### config.mk
export PLATFORM = sky130hd
export DESIGN_NAME = indexed_list_insert_remove_core
export DESIGN_NICKNAME = d
export VERILOG_FILES = /design/src/rtl/ilir_pkg.sv /design/src/rtl/ilir_dp.sv /design/src/rtl/ilir_ctrl.sv /design/src/rtl/indexed_list_insert_remove_core.sv
export VERILOG_INCLUDE_DIRS = /design/src /design/src/rtl
export SDC_FILE = /design/constraint.sdc
export NUM_CORES = 1
export LEC_CHECK = 0
export BUFFER_PORTS_ARGS = -buffer_cell sky130_fd_sc_hd__buf_2
export CORE_AREA = 5 5 282 284
export CTS_BUF_LIST = sky130_fd_sc_hd__clkbuf_2
export CTS_CLUSTER_DIAMETER = 120
export DETAILED_ROUTE_END_ITERATION = 16
export DIE_AREA = 0 0 287 289
export HOLD_SLACK_MARGIN = 0.06
export SLEW_MARGIN = 0
export SYNTH_ARGS = -nofsm -noshare
export SYNTH_HDL_FRONTEND = slang
export SYNTH_SLANG_ARGS = --single-unit
### constraint.sdc
create_clock -name i_clk -period 8.8 [get_ports i_clk]
set_clock_uncertainty 0.1 [all_clocks]
set_input_delay 0.44 -clock i_clk [delete_from_list [all_inputs] [get_ports i_clk]]
set_output_delay 0.44 -clock i_clk [all_outputs]
set_load 0.02 [all_outputs]
### src/rtl/indexed_list_insert_remove_core_macros.svh
// Assertion macros shared by the indexed list core modules.
`ifndef INDEXED_LIST_INSERT_REMOVE_CORE_MACROS_SVH
`define INDEXED_LIST_INSERT_REMOVE_CORE_MACROS_SVH

// Same-cycle implication, checked on every rising edge outside reset.
`define ILIR_ASSERT_NOW(lbl, ante, cons, msg) \
    lbl: assert property (@(posedge i_clk) disable iff (!i_rst_n) (ante) |-> (cons)) \
        else $error(msg);

// Next-cycle implication, checked on every rising edge outside reset.
`define ILIR_ASSERT_NEXT(lbl, ante, cons, msg) \
    lbl: assert property (@(posedge i_clk) disable iff (!i_rst_n) (ante) |=> (cons)) \
        else $error(msg);

`endif

### src/rtl/ilir_pkg.sv
// Package: word types, operation and status codes, controller/datapath link types.
package ilir_pkg;

    localparam int POS_W = 5;
    localparam int VAL_W = 32;
    localparam int CNT_W = 5;

    typedef logic [1:0] t_func;
    localparam t_func FUNC_APPEND = 2'd0;
    localparam t_func FUNC_GET    = 2'd1;
    localparam t_func FUNC_REMOVE = 2'd2;
    localparam t_func FUNC_INSERT = 2'd3;

    typedef logic [1:0] t_status;
    localparam t_status ST_OK        = 2'd0;
    localparam t_status ST_BAD_INDEX = 2'd1;
    localparam t_status ST_NULL      = 2'd2;
    localparam t_status ST_FULL      = 2'd3;

    typedef struct packed {
        t_func             func;
        logic [POS_W-1:0]  position;
        logic [VAL_W-1:0]  entry_value;
    } t_in_word;

    typedef struct packed {
        t_status           status;
        logic [VAL_W-1:0]  read_value;
        logic [CNT_W-1:0]  item_count;
    } t_out_word;

    // Commands from the controller to the datapath
    typedef struct packed {
        logic load;
        logic set_status;
        logic wr_append;
        logic rd_get;
        logic init_idx;
        logic move_rd;
        logic move_wr;
        logic commit;
        logic load_out;
    } t_dp_cmd;

    // Status from the datapath to the controller
    typedef struct packed {
        logic  ok;
        t_func func;
        logic  more;
    } t_dp_stat;

endpackage

### src/rtl/ilir_dp.sv
// Datapath: request registers, slot memory, fill count, walk index and result register.
`include "indexed_list_insert_remove_core_macros.svh"

module ilir_dp #(
    parameter int CAPACITY    = 16,
    parameter int ENTRY_WIDTH = 32
) (
    input  logic                i_clk,
    input  logic                i_rst_n,
    input  ilir_pkg::t_in_word  i_req,
    input  ilir_pkg::t_dp_cmd   i_cmd,
    output ilir_pkg::t_dp_stat  o_stat,
    output ilir_pkg::t_out_word o_res
);

    localparam int CW = $clog2(CAPACITY + 1);
    localparam int AW = $clog2(CAPACITY);
    localparam int XW = (CW > ilir_pkg::POS_W) ? CW : ilir_pkg::POS_W;

    ilir_pkg::t_func           r_func;
    logic [ilir_pkg::POS_W-1:0] r_pos;
    logic [ENTRY_WIDTH-1:0]    r_word;
    logic [CW-1:0]             r_count;
    logic [CW-1:0]             n_count;
    logic [CW-1:0]             r_idx;
    ilir_pkg::t_status         r_status;
    logic [ENTRY_WIDTH-1:0]    r_mem [CAPACITY];
    logic [ENTRY_WIDTH-1:0]    r_rdata;
    ilir_pkg::t_out_word       r_res;

    logic [63:0]               in_ext;
    logic [63:0]               rd_ext;
    logic [XW-1:0]             pos_x;
    logic [XW-1:0]             cnt_x;
    logic [XW-1:0]             idx_x;
    logic [CW-1:0]             idx_inc;
    logic [CW-1:0]             idx_dec;
    logic                      full;
    logic                      null_w;
    ilir_pkg::t_status         status;
    logic                      more;
    logic                      wr_en;
    logic [AW-1:0]             wr_addr;
    logic [ENTRY_WIDTH-1:0]    wr_data;
    logic                      rd_en;
    logic [AW-1:0]             rd_addr;

    assign in_ext  = 64'(i_req.entry_value);
    assign rd_ext  = 64'(r_rdata);
    assign pos_x   = XW'(r_pos);
    assign cnt_x   = XW'(r_count);
    assign idx_x   = XW'(r_idx);
    assign idx_inc = r_idx + CW'(1);
    assign idx_dec = r_idx - CW'(1);
    assign full    = (r_count == CW'(CAPACITY));
    assign null_w  = (r_word == '0);

    always_comb begin
        case (r_func)
            ilir_pkg::FUNC_APPEND: begin
                if (null_w)    status = ilir_pkg::ST_NULL;
                else if (full) status = ilir_pkg::ST_FULL;
                else           status = ilir_pkg::ST_OK;
            end
            ilir_pkg::FUNC_GET, ilir_pkg::FUNC_REMOVE: begin
                status = (pos_x >= cnt_x) ? ilir_pkg::ST_BAD_INDEX : ilir_pkg::ST_OK;
            end
            ilir_pkg::FUNC_INSERT: begin
                if (null_w)             status = ilir_pkg::ST_NULL;
                else if (pos_x > cnt_x) status = ilir_pkg::ST_BAD_INDEX;
                else if (full)          status = ilir_pkg::ST_FULL;
                else                    status = ilir_pkg::ST_OK;
            end
            default: status = ilir_pkg::ST_OK;
        endcase
    end

    // Remove walks up from the hole, insert walks down from the tail
    assign more = (r_func == ilir_pkg::FUNC_REMOVE) ? (idx_inc < r_count) : (idx_x > pos_x);

    assign o_stat.ok   = (status == ilir_pkg::ST_OK);
    assign o_stat.func = r_func;
    assign o_stat.more = more;

    always_comb begin
        wr_en   = 1'b0;
        wr_addr = r_count[AW-1:0];
        wr_data = r_word;
        if (i_cmd.wr_append) begin
            wr_en = 1'b1;
        end else if (i_cmd.move_wr) begin
            wr_en   = 1'b1;
            wr_addr = r_idx[AW-1:0];
            wr_data = r_rdata;
        end else if (i_cmd.commit && r_func == ilir_pkg::FUNC_INSERT) begin
            wr_en   = 1'b1;
            wr_addr = pos_x[AW-1:0];
        end
    end

    always_comb begin
        rd_en   = i_cmd.rd_get | i_cmd.move_rd;
        rd_addr = pos_x[AW-1:0];
        if (i_cmd.move_rd) begin
            rd_addr = (r_func == ilir_pkg::FUNC_REMOVE) ? idx_inc[AW-1:0] : idx_dec[AW-1:0];
        end
    end

    always_ff @(posedge i_clk) begin
        if (wr_en) begin
            r_mem[wr_addr] <= wr_data;
        end
        if (rd_en) begin
            r_rdata <= r_mem[rd_addr];
        end
    end

    always_comb begin
        n_count = r_count;
        if (i_cmd.wr_append) begin
            n_count = r_count + CW'(1);
        end else if (i_cmd.commit) begin
            n_count = (r_func == ilir_pkg::FUNC_INSERT) ? r_count + CW'(1) : r_count - CW'(1);
        end
    end

    always_ff @(posedge i_clk) begin
        if (!i_rst_n) begin
            r_count <= '0;
        end else begin
            r_count <= n_count;
        end
    end

    always_ff @(posedge i_clk) begin
        if (i_cmd.load) begin
            r_func <= i_req.func;
            r_pos  <= i_req.position;
            r_word <= in_ext[ENTRY_WIDTH-1:0];
        end
        if (i_cmd.set_status) begin
            r_status <= status;
        end
        if (i_cmd.init_idx) begin
            r_idx <= (r_func == ilir_pkg::FUNC_REMOVE) ? pos_x[CW-1:0] : r_count;
        end else if (i_cmd.move_wr) begin
            r_idx <= (r_func == ilir_pkg::FUNC_REMOVE) ? idx_inc : idx_dec;
        end
        if (i_cmd.load_out) begin
            r_res.status     <= r_status;
            r_res.read_value <= (r_func == ilir_pkg::FUNC_GET && r_status == ilir_pkg::ST_OK)
                                ? rd_ext[ilir_pkg::VAL_W-1:0] : '0;
            r_res.item_count <= cnt_x[ilir_pkg::CNT_W-1:0];
        end
    end

    assign o_res = r_res;

    `ILIR_ASSERT_NOW(a_count_bound, 1'b1, r_count <= CW'(CAPACITY), "fill count above capacity")
    `ILIR_ASSERT_NEXT(a_append_count, i_cmd.wr_append, r_count == $past(r_count) + CW'(1), "append did not bump count")
    `ILIR_ASSERT_NEXT(a_read_zero, i_cmd.load_out, r_res.status == ilir_pkg::ST_OK || r_res.read_value == '0, "failed word carries data")

endmodule

### src/rtl/ilir_ctrl.sv
// Controller: request sequencing state machine and result valid flag.
`include "indexed_list_insert_remove_core_macros.svh"

module ilir_ctrl (
    input  logic               i_clk,
    input  logic               i_rst_n,
    input  logic               i_in_valid,
    output logic               o_in_ready,
    output logic               o_out_valid,
    input  logic               i_out_ready,
    input  ilir_pkg::t_dp_stat i_stat,
    output ilir_pkg::t_dp_cmd  o_cmd
);

    typedef enum logic [7:0] {
        S_IDLE      = 8'b0000_0001,
        S_DECIDE    = 8'b0000_0010,
        S_GET_WAIT  = 8'b0000_0100,
        S_SHIFT_CHK = 8'b0000_1000,
        S_MOVE_RD   = 8'b0001_0000,
        S_MOVE_WR   = 8'b0010_0000,
        S_COMMIT    = 8'b0100_0000,
        S_FINISH    = 8'b1000_0000
    } t_state;

    t_state r_state;
    t_state n_state;
    logic   r_out_valid;
    logic   n_out_valid;

    always_comb begin
        n_state = r_state;
        o_cmd   = '0;
        case (r_state)
            S_IDLE: begin
                if (i_in_valid) begin
                    o_cmd.load = 1'b1;
                    n_state    = S_DECIDE;
                end
            end
            S_DECIDE: begin
                o_cmd.set_status = 1'b1;
                if (!i_stat.ok) begin
                    n_state = S_FINISH;
                end else begin
                    case (i_stat.func)
                        ilir_pkg::FUNC_APPEND: begin
                            o_cmd.wr_append = 1'b1;
                            n_state         = S_FINISH;
                        end
                        ilir_pkg::FUNC_GET: begin
                            o_cmd.rd_get = 1'b1;
                            n_state      = S_GET_WAIT;
                        end
                        default: begin
                            o_cmd.init_idx = 1'b1;
                            n_state        = S_SHIFT_CHK;
                        end
                    endcase
                end
            end
            S_GET_WAIT: begin
                n_state = S_FINISH;
            end
            S_SHIFT_CHK: begin
                n_state = i_stat.more ? S_MOVE_RD : S_COMMIT;
            end
            S_MOVE_RD: begin
                o_cmd.move_rd = 1'b1;
                n_state       = S_MOVE_WR;
            end
            S_MOVE_WR: begin
                o_cmd.move_wr = 1'b1;
                n_state       = S_SHIFT_CHK;
            end
            S_COMMIT: begin
                o_cmd.commit = 1'b1;
                n_state      = S_FINISH;
            end
            S_FINISH: begin
                // hold until the result register is free
                if (!r_out_valid || i_out_ready) begin
                    o_cmd.load_out = 1'b1;
                    n_state        = S_IDLE;
                end
            end
            default: begin
                n_state = S_IDLE;
            end
        endcase
    end

    always_comb begin
        if (o_cmd.load_out)   n_out_valid = 1'b1;
        else if (i_out_ready) n_out_valid = 1'b0;
        else                  n_out_valid = r_out_valid;
    end

    always_ff @(posedge i_clk) begin
        if (!i_rst_n) begin
            r_state     <= S_IDLE;
            r_out_valid <= 1'b0;
        end else begin
            r_state     <= n_state;
            r_out_valid <= n_out_valid;
        end
    end

    assign o_in_ready  = (r_state == S_IDLE);
    assign o_out_valid = r_out_valid;

    `ILIR_ASSERT_NOW(a_out_free, o_cmd.load_out, !r_out_valid || i_out_ready, "result overwritten before taken")
    `ILIR_ASSERT_NEXT(a_accept_decide, i_in_valid && o_in_ready, r_state == S_DECIDE, "accepted word not decoded")

endmodule

### src/rtl/indexed_list_insert_remove_core.sv
// Top level of the indexed list core: controller plus datapath.
//
//   channel | direction | handshake                 | word
//   --------+-----------+---------------------------+---------------------------------
//   request | in        | i_in_valid / o_in_ready   | i_in_word  (func, position, entry)
//   result  | out       | o_out_valid / i_out_ready | o_out_word (status, read, count)
//
// One request at a time. After decode, the result register loads from S_FINISH, reached
// straight away for append and every failed request, via S_GET_WAIT for get, and via
// S_SHIFT_CHK and S_COMMIT for remove and insert, which move at most CAPACITY-1 slots:
// each move is a check, a read and a write on the slot memory. The next request is taken
// in the cycle after the result loads.
// Reset clears the fill count and control state only; slot contents are left as is.
// A result waiting on i_out_ready stalls the next request only at its final step.
module indexed_list_insert_remove_core #(
    parameter int CAPACITY    = 16,
    parameter int ENTRY_WIDTH = 32
) (
    input  logic                i_clk,
    input  logic                i_rst_n,
    input  logic                i_in_valid,
    output logic                o_in_ready,
    input  ilir_pkg::t_in_word  i_in_word,
    output logic                o_out_valid,
    input  logic                i_out_ready,
    output ilir_pkg::t_out_word o_out_word
);

    ilir_pkg::t_dp_cmd  dp_cmd;
    ilir_pkg::t_dp_stat dp_stat;

    ilir_ctrl u_ctrl (
        .i_clk       (i_clk),
        .i_rst_n     (i_rst_n),
        .i_in_valid  (i_in_valid),
        .o_in_ready  (o_in_ready),
        .o_out_valid (o_out_valid),
        .i_out_ready (i_out_ready),
        .i_stat      (dp_stat),
        .o_cmd       (dp_cmd)
    );

    ilir_dp #(
        .CAPACITY    (CAPACITY),
        .ENTRY_WIDTH (ENTRY_WIDTH)
    ) u_dp (
        .i_clk   (i_clk),
        .i_rst_n (i_rst_n),
        .i_req   (i_in_word),
        .i_cmd   (dp_cmd),
        .o_stat  (dp_stat),
        .o_res   (o_out_word)
    );

endmodule
**Yosys cells after proc, flatten, opt, wreduce, memory -nomap -nowiden**

Memories as Yosys holds them, arrays and structs flattened. A register that Yosys moved wholly into a read port is not among the register bits.
Index checks and enable logic that the tools add are counted.

- Order comparisons: 4
- Equality and inequality tests: 14
- Reduce and logical (&&, ||, !) cells: 15
- Multiplexer cells: 46
- Bitwise logic cells: 1
- Add/subtract/negate cells: 4

Operator list:

| kind | number |
|---|---|
| 2-to-1 mux 32 bit | 2 |
| case mux 8 bit (7 select lines) | 1 |
| 2-to-1 mux 5 bit | 7 |
| zero test 32 bit | 1 |
| 2-to-1 mux 4 bit | 6 |
| 2-to-1 mux 8 bit | 3 |
| 2-to-1 mux 1 bit | 19 |
| case mux 8 bit (2 select lines) | 1 |
| adder 5 x 1 -> 5 bit (second input constant) | 2 |
| greater-than comparator 5 bit | 2 |
| subtractor 5 x 1 -> 5 bit (second input constant) | 2 |
| == test 8 x 1 -> 1 bit (second input constant) | 1 |
| == test 8 x 2 -> 1 bit (second input constant) | 1 |
| == test 8 x 3 -> 1 bit (second input constant) | 1 |
| == test 8 x 4 -> 1 bit (second input constant) | 1 |
| == test 8 x 5 -> 1 bit (second input constant) | 1 |
| == test 8 x 6 -> 1 bit (second input constant) | 1 |
| == test 8 x 7 -> 1 bit (second input constant) | 1 |
| == test 8 bit (second input constant) | 1 |
| 2-to-1 mux 2 bit | 4 |
| 2-to-1 mux 7 bit | 1 |
| zero test 2 bit | 3 |
| case mux 2 bit (3 select lines) | 1 |
| nonzero test 2 bit | 3 |
| 14 further kinds | 18 |

- Register bits after elaboration: 99
- Memory bits (writable): 512
- Memories kept: 1
- Logic and storage cells: 96

Memories:

| name | depth | width | read ports | clocked after memory_dff | wr ports | RTL line | RTL |
|---|---|---|---|---|---|---|---|
| u_dp.r_mem | 16 | 32 | 1 | 1 | 1 | ilir_dp.sv:27 | `logic [ENTRY_WIDTH-1:0] r_mem [CAPACITY];` |

**Depth between registers and ports, before layout**

Gate-level depths: netlist of the first run.

- Word-level depth: 11
- Gate-level depth with buffers: 10
- Depth with buffers taken out: 9

**By module**

From an unflattened synthesis of the first run, not the netlist that was laid out.

- Cells, all modules: 1819
- Area, all modules: 26271.4 µm²

Modules (own cells, without submodules):

| module | times used | cells an instance | area an instance (µm²) | seq. area each (µm²) |
|---|---|---|---|---|
| ilir_dp | 1 | 1762 | 25772.2 | 18988.2 |
| ilir_ctrl | 1 | 57 | 499.2 | 180.2 |

**Worst setup path after synthesis of the first run**

Ideal clock, no wire load.

- Kind: register -> register
- From: reg u_dp.r_count[2] (netlist: u_dp.cnt_x[2])
- To: reg u_dp.r_rdata[0], read port of u_dp.r_mem (enable)
- Setup time: 466 ps
- Data arrival time: 3811 ps
- Required time: 8234 ps
- Cell stages (with the launch flop): 8
- Slack: 4423 ps
- Cell sequence: dfxtp_1 -> inv_1 -> ha_1 -> a21oi_1 -> o221a_2 -> o221a_2 -> o221ai_1 -> o21ai_0

- Longest elaborated chain between the ends: 9

RTL lines:

| what | RTL line | RTL |
|---|---|---|
| from (decl) | ilir_dp.sv:23 | `logic [CW-1:0] r_count;` |
| from (signal assigned) | ilir_dp.sv:131 | `r_count <= n_count;` |
| parallel branches: the longest is 4 deep, another holds greater-than comparator 5 bit | - |  |
| case mux 2 bit (3 select lines) * | ilir_dp.sv:59 | `case (r_func)` |
| zero test 2 bit * | ilir_dp.sv:81 | `assign o_stat.ok = (status == ilir_pkg::ST_OK);` |
| 2-to-1 mux 3 bit * | ilir_ctrl.sv:43 | `if (!i_stat.ok) begin` |
| 2-to-1 mux 4 bit * | ilir_ctrl.sv:34 | `case (r_state)` |
| OR 1 bit * | ilir_dp.sv:102 | `rd_en = i_cmd.rd_get \| i_cmd.move_rd;` |
| net u_dp.rd_en | ilir_dp.sv:45 | `logic rd_en;` |
| to (decl) | ilir_dp.sv:28 | `logic [ENTRY_WIDTH-1:0] r_rdata;` |

Mark *: on every way through the listed nets, which the timed path passes.
A chain may end at the register's enable or synchronous reset.

**Final worst setup path of the first run**

- From: reg u_dp.r_word[9]
- To: mem u_dp.r_mem[1][13] (enable)

- Longest elaborated chain between the ends: 9

RTL lines:

| what | RTL line | RTL |
|---|---|---|
| from (decl) | ilir_dp.sv:22 | `logic [ENTRY_WIDTH-1:0] r_word;` |
| from (signal assigned) | ilir_dp.sv:139 | `r_word <= in_ext[ENTRY_WIDTH-1:0];` |
| zero test 32 bit * | ilir_dp.sv:56 | `assign null_w = (r_word == '0);` |
| 2-to-1 mux 2 bit, on equally long branches | ilir_dp.sv:69, ilir_dp.sv:61 |  |
| case mux 2 bit (3 select lines) * | ilir_dp.sv:59 |  |
| zero test 2 bit * | ilir_dp.sv:81 |  |
| 2-to-1 mux 3 bit * | ilir_ctrl.sv:43 |  |
| 2-to-1 mux 4 bit * | ilir_ctrl.sv:34 |  |
| 2-to-1 mux 1 bit | ilir_dp.sv:89 | `if (i_cmd.wr_append) begin` |
| 2-to-1 mux 1 bit | ilir_dp.sv:110 | `if (wr_en) begin` |
| 2-to-1 mux 1 bit (implied by the code) | ilir_dp.sv:111 | `r_mem[wr_addr] <= wr_data;` |
| to (decl) | ilir_dp.sv:27 |  |

Mark *: on every way between the ends. The rest lies on a longest branch, timed or not.

==> qor.yml, run 1 <==
status: "complete, no violations"
peakVddDrop_mv: 0.114
crit_chain: "nor4_1 > nand4_1 > o2111ai_1 > o221ai_1 > nand2_1 > nor2_4 > buf_4"
post-route-util: 0.399
yosysWarnings: 0
cts_made_buffers: 165
rsz0062_at_grt: "no"
die_h_um: 289
finalCritPeriodShare: 0.541
dieArea_sq_um: 82900
syn_area_per_cell_sq_um: 14.6
clk_latency_ps: 1330
r2r_slack_ps: 4040
dr.pass1.iters: 5
drv_cap: 0
slew_violations: 0
io_buffers: 83
cpPeakStageDelay_ps: 910
grt_max_degree: 87
swShare: 0.254
finalSetupViolations: 0
clockBufferDepth: 3
p_seq_frac: 0.582
synth_top_family_by_area: "compound AO/OA/AOI/OAI gates"
layout.cells.non_filler: 3232
grt_pass1_wl_um: 109000
syn_area_sq_um: 26600
ys_ff_latch: 643
finalCriticalPeriod_ps: 4760
initial_core_util: 0.347
grt-ovfl-total: 0
cts.sinks: 643
place_congestion: 0.783
intPower_mw: 4.39
syn_inst: 1824
grtUsageTotal: 0.175
io_pins: 84
dp_slack_ps: 4040
hold_slack_ps: 277
synthSimpleGateAreaFrac: 0.0770
wl_um: 73600
antenna_found_initial: 2
syn_to_final_growth_pct: 15.0
nets: 2140
min_path_cells: 3
cts_root_buf: "clkbuf_2"
yosys-mux-area-fraction: 0.0612
reg2reg_from: "u_dp.r_word[9]"
wire_per_inst_um: 22.8
switching_power_mw: 1.50
ant_nets: 0
worst_slack_ps: 4040
critPathKind: "flip-flop to flip-flop"
ys_seq_area_frac: 0.720
tightest_slew_ps: 1190
reg2reg_depth: 7
grt_pass1_vias: 17400
synth-compound-area-share: 0.102
worst-path-max-fanout: 25
synth-async-reset-ratio: 0
dpl.cell_count: 2860
synthXorXnorAreaFrac: 0.00329
end_kind: "flip-flop"
p_per_area_nw_per_um2: 192
hold_violations: 0
dp_hpwl_um: 37300
drt_iter0_markers: 1545
cts_max_level: 4
crit_arrival_ps: 5600
yosysUniqueCellTypes: 60
max_freq_mhz: 210
drive_gt1_frac: 0.216
synthAdderAreaFrac: 0.0113
critPathLaunchType: "flip-flop"
tns_ps: 0
path_clk_slew_ps: 100
slowest_stage: "nor4_1"
vias: 17100
combPwrFrac: 0.074
remaining_drc_errors: 0
critical-path-top-delay-family: "simple AND/OR/NAND/NOR gates"
crit_buf_inv: 1
r2r_end: "u_dp.r_mem[1][13]"
hold-path-endpoint: "u_dp.r_word[29]"
hold_class: "input pin to flip-flop"
rows: 102
synth_enable_flop_cells: 629
cp.required_ps: 9640
leakagePower_nw: 10.2
hp-start: "i_in_word[29]"
synth_ff_type: "edfxtp_1"
cts_resized: 0
synth_nets: 1891
cts_tree: "yes"
avgViaCountPerCell: 5.30
die_w_um: 287
slew_headroom: 0.203
clkPwrFrac: 0.344
core_sq_um: 76800
## worst max path at each step
| stage | startpoint | to | slack [ps] | cells past startpoint |
|---|---|---|---|---|
| 2_1_floorplan | u_dp.cnt_x[2] | u_dp.r_rdata[0] | 4420 | 7 |
| 3_3_place_gp | u_dp.r_word[5] | u_dp.r_mem[1][7] | 3820 | 7 |
| 3_5_place_dp | u_dp.r_word[9] | u_dp.r_mem[5][7] | 4040 | 7 |
| 4_1_cts | u_dp.r_word[9] | u_dp.r_mem[5][7] | 3960 | 7 |
| 5_1_grt | u_dp.r_word[9] | u_dp.r_mem[5][7] | 3780 | 7 |
| 6_report | u_dp.r_word[9] | u_dp.r_mem[1][13] | 4040 | 7 |
## worst reg2reg max path, stage by stage (launching register included)
cell and delay (ps):
edfxtp_1 440, nor4_1 910, nand4_1 860, o2111ai_1 850, o221ai_1 270, nand2_1 400, nor2_4 170, buf_4 370
## cell type report
type | count | area (sq um)
Sequential cell | 643 | 19200
Fill cell | 7255 | 46200
Multi-Input combinational cell | 1029 | 7020
Clock buffer | 253 | 1270
Tap cell | 1040 | 1300
Clock inverter | 31 | 203
Antenna cell | 2 | 5.00
Timing Repair Buffer | 210 | 1580
Inverter | 24 | 90.1
## kinds of logic (layout without fill, tap and decap cells)
logic type               count (synthesis)  count (layout)
AO/OA/AOI/OAI                          452             452
XOR/XNOR                                10              10
AND/OR/NAND/NOR                        404             404
flip-flops                             643             643
buffers and inverters                  152             518
multiplexers                           139             139
adder cells (fa/ha/maj)                 24              24
other                                    0               2
## stage by stage
step	power, mW	cell area [sq um]
after floorplan	3.76	26600
after global placement	3.89	28300
after detailed placement	3.90	28300
after CTS	5.95	30600
after global routing	6.16	30600
final	5.89	30600
## layer usage
layer / GRT usage / up-vias / part of all wire / wire, um
met4: 0.0612 / 0 / 0.022 / 1650
met5: 0 / - / 0 / 0
met3: 0.0448 / 121 / 0.073 / 5340
met2: 0.282 / 700 / 0.47 / 34800
met1: 0.231 / 8599 / 0.43 / 31700
li1: - / 7700 / - / -
## cell usage in the layout (no fill, tap or decap), types with 4 or more instances in the layout
cell type,count
clkinv_1,19
mux2i_1,8
inv_2,5
o21ai_1,8
o21a_1,6
o211ai_1,129
nor2b_1,5
mux2_1,84
dfxtp_1,14
mux2_2,25
nor2_1,19
xnor2_1,7
nor2_4,13
nor4_1,9
nand3_1,137
a21oi_1,10
dlygate4sd3_1,86
nor3_1,5
and2_1,36
buf_4,40
buf_2,84
o21ai_0,260
ha_1,24
nand2_1,111
edfxtp_1,629
clkbuf_2,253
inv_1,24
nand4_1,36
mux2_4,21
nor2b_4,5
a31oi_1,6
o221ai_1,4
## cells in the mapped netlist (2+ instances only)
master / count / area share
a21oi_1: 10 / 0.0019
and4_1: 2 / 0.00066
nand3_1: 137 / 0.026
mux2_4: 20 / 0.011
mux2_1: 84 / 0.036
nor2b_1: 10 / 0.0023
mux2i_1: 9 / 0.0034
dfxtp_1: 14 / 0.011
o21ai_0: 261 / 0.049
xor2_1: 3 / 0.00099
o211ai_1: 129 / 0.036
buf_2: 2 / 0.00038
clkbuf_1: 100 / 0.014
mux2_2: 26 / 0.011
nand4_1: 36 / 0.0085
nand4b_1: 2 / 0.00066
ha_1: 24 / 0.011
a211oi_1: 3 / 0.00085
buf_1: 11 / 0.0016
o21ai_1: 9 / 0.0017
a31oi_1: 8 / 0.0019
and2_1: 37 / 0.0087
a21boi_0: 3 / 0.00085
nor3_1: 6 / 0.0011
o221a_2: 3 / 0.0013
nand2b_1: 2 / 0.00047
or3_1: 2 / 0.00047
or4_1: 2 / 0.00056
nor3b_1: 3 / 0.00085
a21o_1: 2 / 0.00056
nand2_1: 111 / 0.016
buf_6: 14 / 0.0059
nor2_1: 32 / 0.0045
nor4_1: 11 / 0.0026
xnor2_1: 7 / 0.0023
and3_1: 3 / 0.00070
edfxtp_1: 629 / 0.71
a31o_2: 2 / 0.00066
o21a_1: 6 / 0.0017
o221ai_1: 4 / 0.0013
inv_1: 24 / 0.0034
a2111oi_0: 3 / 0.00099
## flip-flops by register name (all words and copies together), names as in the netlist, 5 cells and up
name	count
u_ctrl.r_state	8
u_dp.r_word	32
u_dp.cnt_x	5
u_dp.o_res	39
u_dp.r_rdata	32
u_dp.r_mem	512
u_dp.idx_x	5
u_dp.pos_x	5
## power groups by stage
stage / clock network (mW) / registers (mW) / logic, mW
floorplan: 0 / 3.49 / 0.274
global placement: 0 / 3.50 / 0.396
detailed placement: 0 / 3.50 / 0.405
CTS: 2.09 / 3.43 / 0.435
global route: 2.25 / 3.43 / 0.474
finish: 2.03 / 3.43 / 0.434
## timing repair
item                                    4_1_cts  5_1_grt
endpoints found under the setup margin        0        0
hold buffers                                 86        0
setup buffers                                 0        0
hold endpoints to repair                    131        0
Power figures use the tool's default switching activity.
==> run 2: changes to the inputs <==
==> constraint.sdc (replaced) <==
create_clock -name i_clk -period 4.75 [get_ports i_clk]
set_clock_uncertainty 0.1 [all_clocks]
set_input_delay 0.2375 -clock i_clk [delete_from_list [all_inputs] [get_ports i_clk]]
set_output_delay 0.2375 -clock i_clk [all_outputs]
set_load 0.02 [all_outputs]
==> qor.yml, run 2 (synthesis results as in run 1) <==
die_h_um: 289  # unchanged
mostFrequentLayoutCells: "edfxtp_1, o21ai_0, clkbuf_2"  # unchanged
antenna_found_initial: 2  # unchanged
hold_violations: 0  # unchanged
r2r_slack_ps: 560  # was 4040 ps
layout.cells.non_filler: 3285  # was 3232
critPathKind: "flip-flop to flip-flop"  # unchanged
hold-path-endpoint: "u_ctrl.r_state[2]"  # was u_dp.r_word[29]
cts_tree: "yes"  # unchanged
cpPeakStageDelay_ps: 950  # was 910 ps
p_per_area_nw_per_um2: 355  # was 192 nW/um^2
worst-path-max-fanout: 27  # was 25
leakagePower_nw: 10.4  # was 10.2 nW
max_freq_mhz: 239  # was 210 MHz
vias: 17300  # was 17100
seqCellArea_sq_um: 19200  # unchanged
slowest_stage: "nor2_4"  # was nor4_1
clk_latency_ps: 1350  # was 1330 ps
hp-start: "i_in_valid"  # was i_in_word[29]
remaining_drc_errors: 0  # unchanged
drive_gt1_frac: 0.210  # was 0.216
grt_pass1_wl_um: 110000  # was 109000 um
slew_violations: 0  # unchanged
rsz0062_at_grt: "no"  # unchanged
drt_iter0_markers: 1710  # was 1545
cts_root_buf: "clkbuf_2"  # unchanged
rows: 102  # unchanged
path_clk_slew_ps: 90  # was 100 ps
multi_input_area_sq_um: 7020  # unchanged
hold_slack_ps: 325  # was 277 ps
initial_core_util: 0.347  # unchanged
grt_pass1_vias: 17500  # was 17400
n_fill_cell: 7176  # was 7255
grt_max_degree: 129  # was 87
total_power_mw: 11.1  # was 5.89 mW
cts.sinks: 643  # unchanged
cts_hold_buffers: 127  # was 86
crit_chain: "or4_4 > or4_2 > nor2_1 > a21o_1 > nand2_1 > nor2_4 > buf_4"  # was nor4_1 > nand4_1 > o2111ai_1 > o221ai_1 > nand2_1 > nor2_4 > buf_4
status: "complete, no violations"  # unchanged
end_kind: "flip-flop"  # unchanged
wl_um: 74000  # was 73600 um
tightest_slew_ps: 1320  # was 1190 ps
dr.pass1.iters: 5  # unchanged
drv_cap: 0  # unchanged
dieArea_sq_um: 82900  # unchanged
crit_arrival_ps: 5140  # was 5600 ps
largest-register: "u_dp.r_mem"  # unchanged
grt-ovfl-total: 0  # unchanged
wire_per_inst_um: 22.5  # was 22.8 um
grtUsageTotal: 0.176  # was 0.175
avgViaCountPerCell: 5.27  # was 5.30
postCtsSetupBuffers: 0  # unchanged
tns_ps: 0  # unchanged
io_buffers: 83  # unchanged
cts_made_buffers: 164  # was 165
slew_headroom: 0.118  # was 0.203
min_path_cells: 5  # was 3
io_pins: 84  # unchanged
r2r_end: "u_dp.r_mem[0][16]"  # was u_dp.r_mem[1][13]
finalCriticalPeriod_ps: 4190  # was 4760 ps
clockBufferDepth: 3  # unchanged
finalSetupViolations: 0  # unchanged
finalCritPeriodShare: 0.882  # was 0.541
dpl.cell_count: 2865  # was 2860
place_congestion: 0.832  # was 0.783
cts_max_level: 4  # unchanged
reg2reg_from: "u_ctrl.r_state[0]"  # was u_dp.r_word[9]
nets: 2185  # was 2140
reg2reg_depth: 7  # unchanged
ant_nets: 0  # unchanged
layout_commonest_cell: "edfxtp_1"  # unchanged
die_w_um: 287  # unchanged
cp-startpoint: "u_ctrl.r_state[0]"  # was u_dp.r_word[9]
critPathLaunchType: "flip-flop"  # unchanged
cts_resized: 0  # unchanged
cp.required_ps: 5700  # was 9640 ps
core_sq_um: 76800  # unchanged
syn_to_final_growth_pct: 17.3  # was 15.0%
hold_class: "input pin to flip-flop"  # unchanged
largest_register_ff_count: 512  # unchanged
peakVddDrop_mv: 0.183  # was 0.114 mV
dp_hpwl_um: 42400  # was 37300 um
-- run 2: metrics by stage --
stage	util	setup WS [ps]	area [sq um]
after global placement	0.370	605	28400
final	0.406	559	31200
after floorplan	-	373	26600
after detailed placement	0.370	595	28400
after CTS	0.406	555	31200
after global routing	0.406	224	31200
-- run 2: worst max-delay path by stage --
| stage | slack (ps) | cells after the start | to |
|---|---|---|---|
| global route | 220 | 7 | u_dp.r_mem[14][2] |
| CTS | 550 | 7 | u_dp.r_mem[14][2] |
| detailed placement | 590 | 7 | u_dp.r_mem[0][16] |
| finish | 560 | 7 | u_dp.r_mem[0][16] |
| global placement | 600 | 7 | u_dp.r_mem[0][19] |
| floorplan | 370 | 7 | u_dp.r_rdata[0] |
-- run 2: where the power goes --
part / internal, mW / switching [mW]
Sequential: 6.32 / 0.0309
Combinational: 0.312 / 0.599
Clock: 1.56 / 2.26
Total: 8.19 / 2.89
-- run 2: critical path: cells and delay by family, from the launching register on --
family	cells	cell delay, ps
AOI/OAI and AO/OA	1	140
and+or+nand+nor	5	2990
buffers and inverters	1	300
DFF	1	370
-- run 2: final cells by class --
cell class / count / area share
tap: 1040 / 0.0417
multi-input combinational: 1029 / 0.225
clock inverter: 52 / 0.0105
sequential: 643 / 0.614
inverter: 24 / 0.00288
clock buffer: 238 / 0.0381
timing repair buffer: 256 / 0.0679
antenna: 3 / 0.000240
-- run 2: per-layer routing --
metal / vias up / global-route usage / wire length, um
li1: 7798 / - / -
met2: 728 / 0.281 / 34800
met3: 113 / 0.0509 / 6360
met4: 0 / 0.0592 / 1600
met1: 8677 / 0.233 / 31200
met5: - / 0 / 0
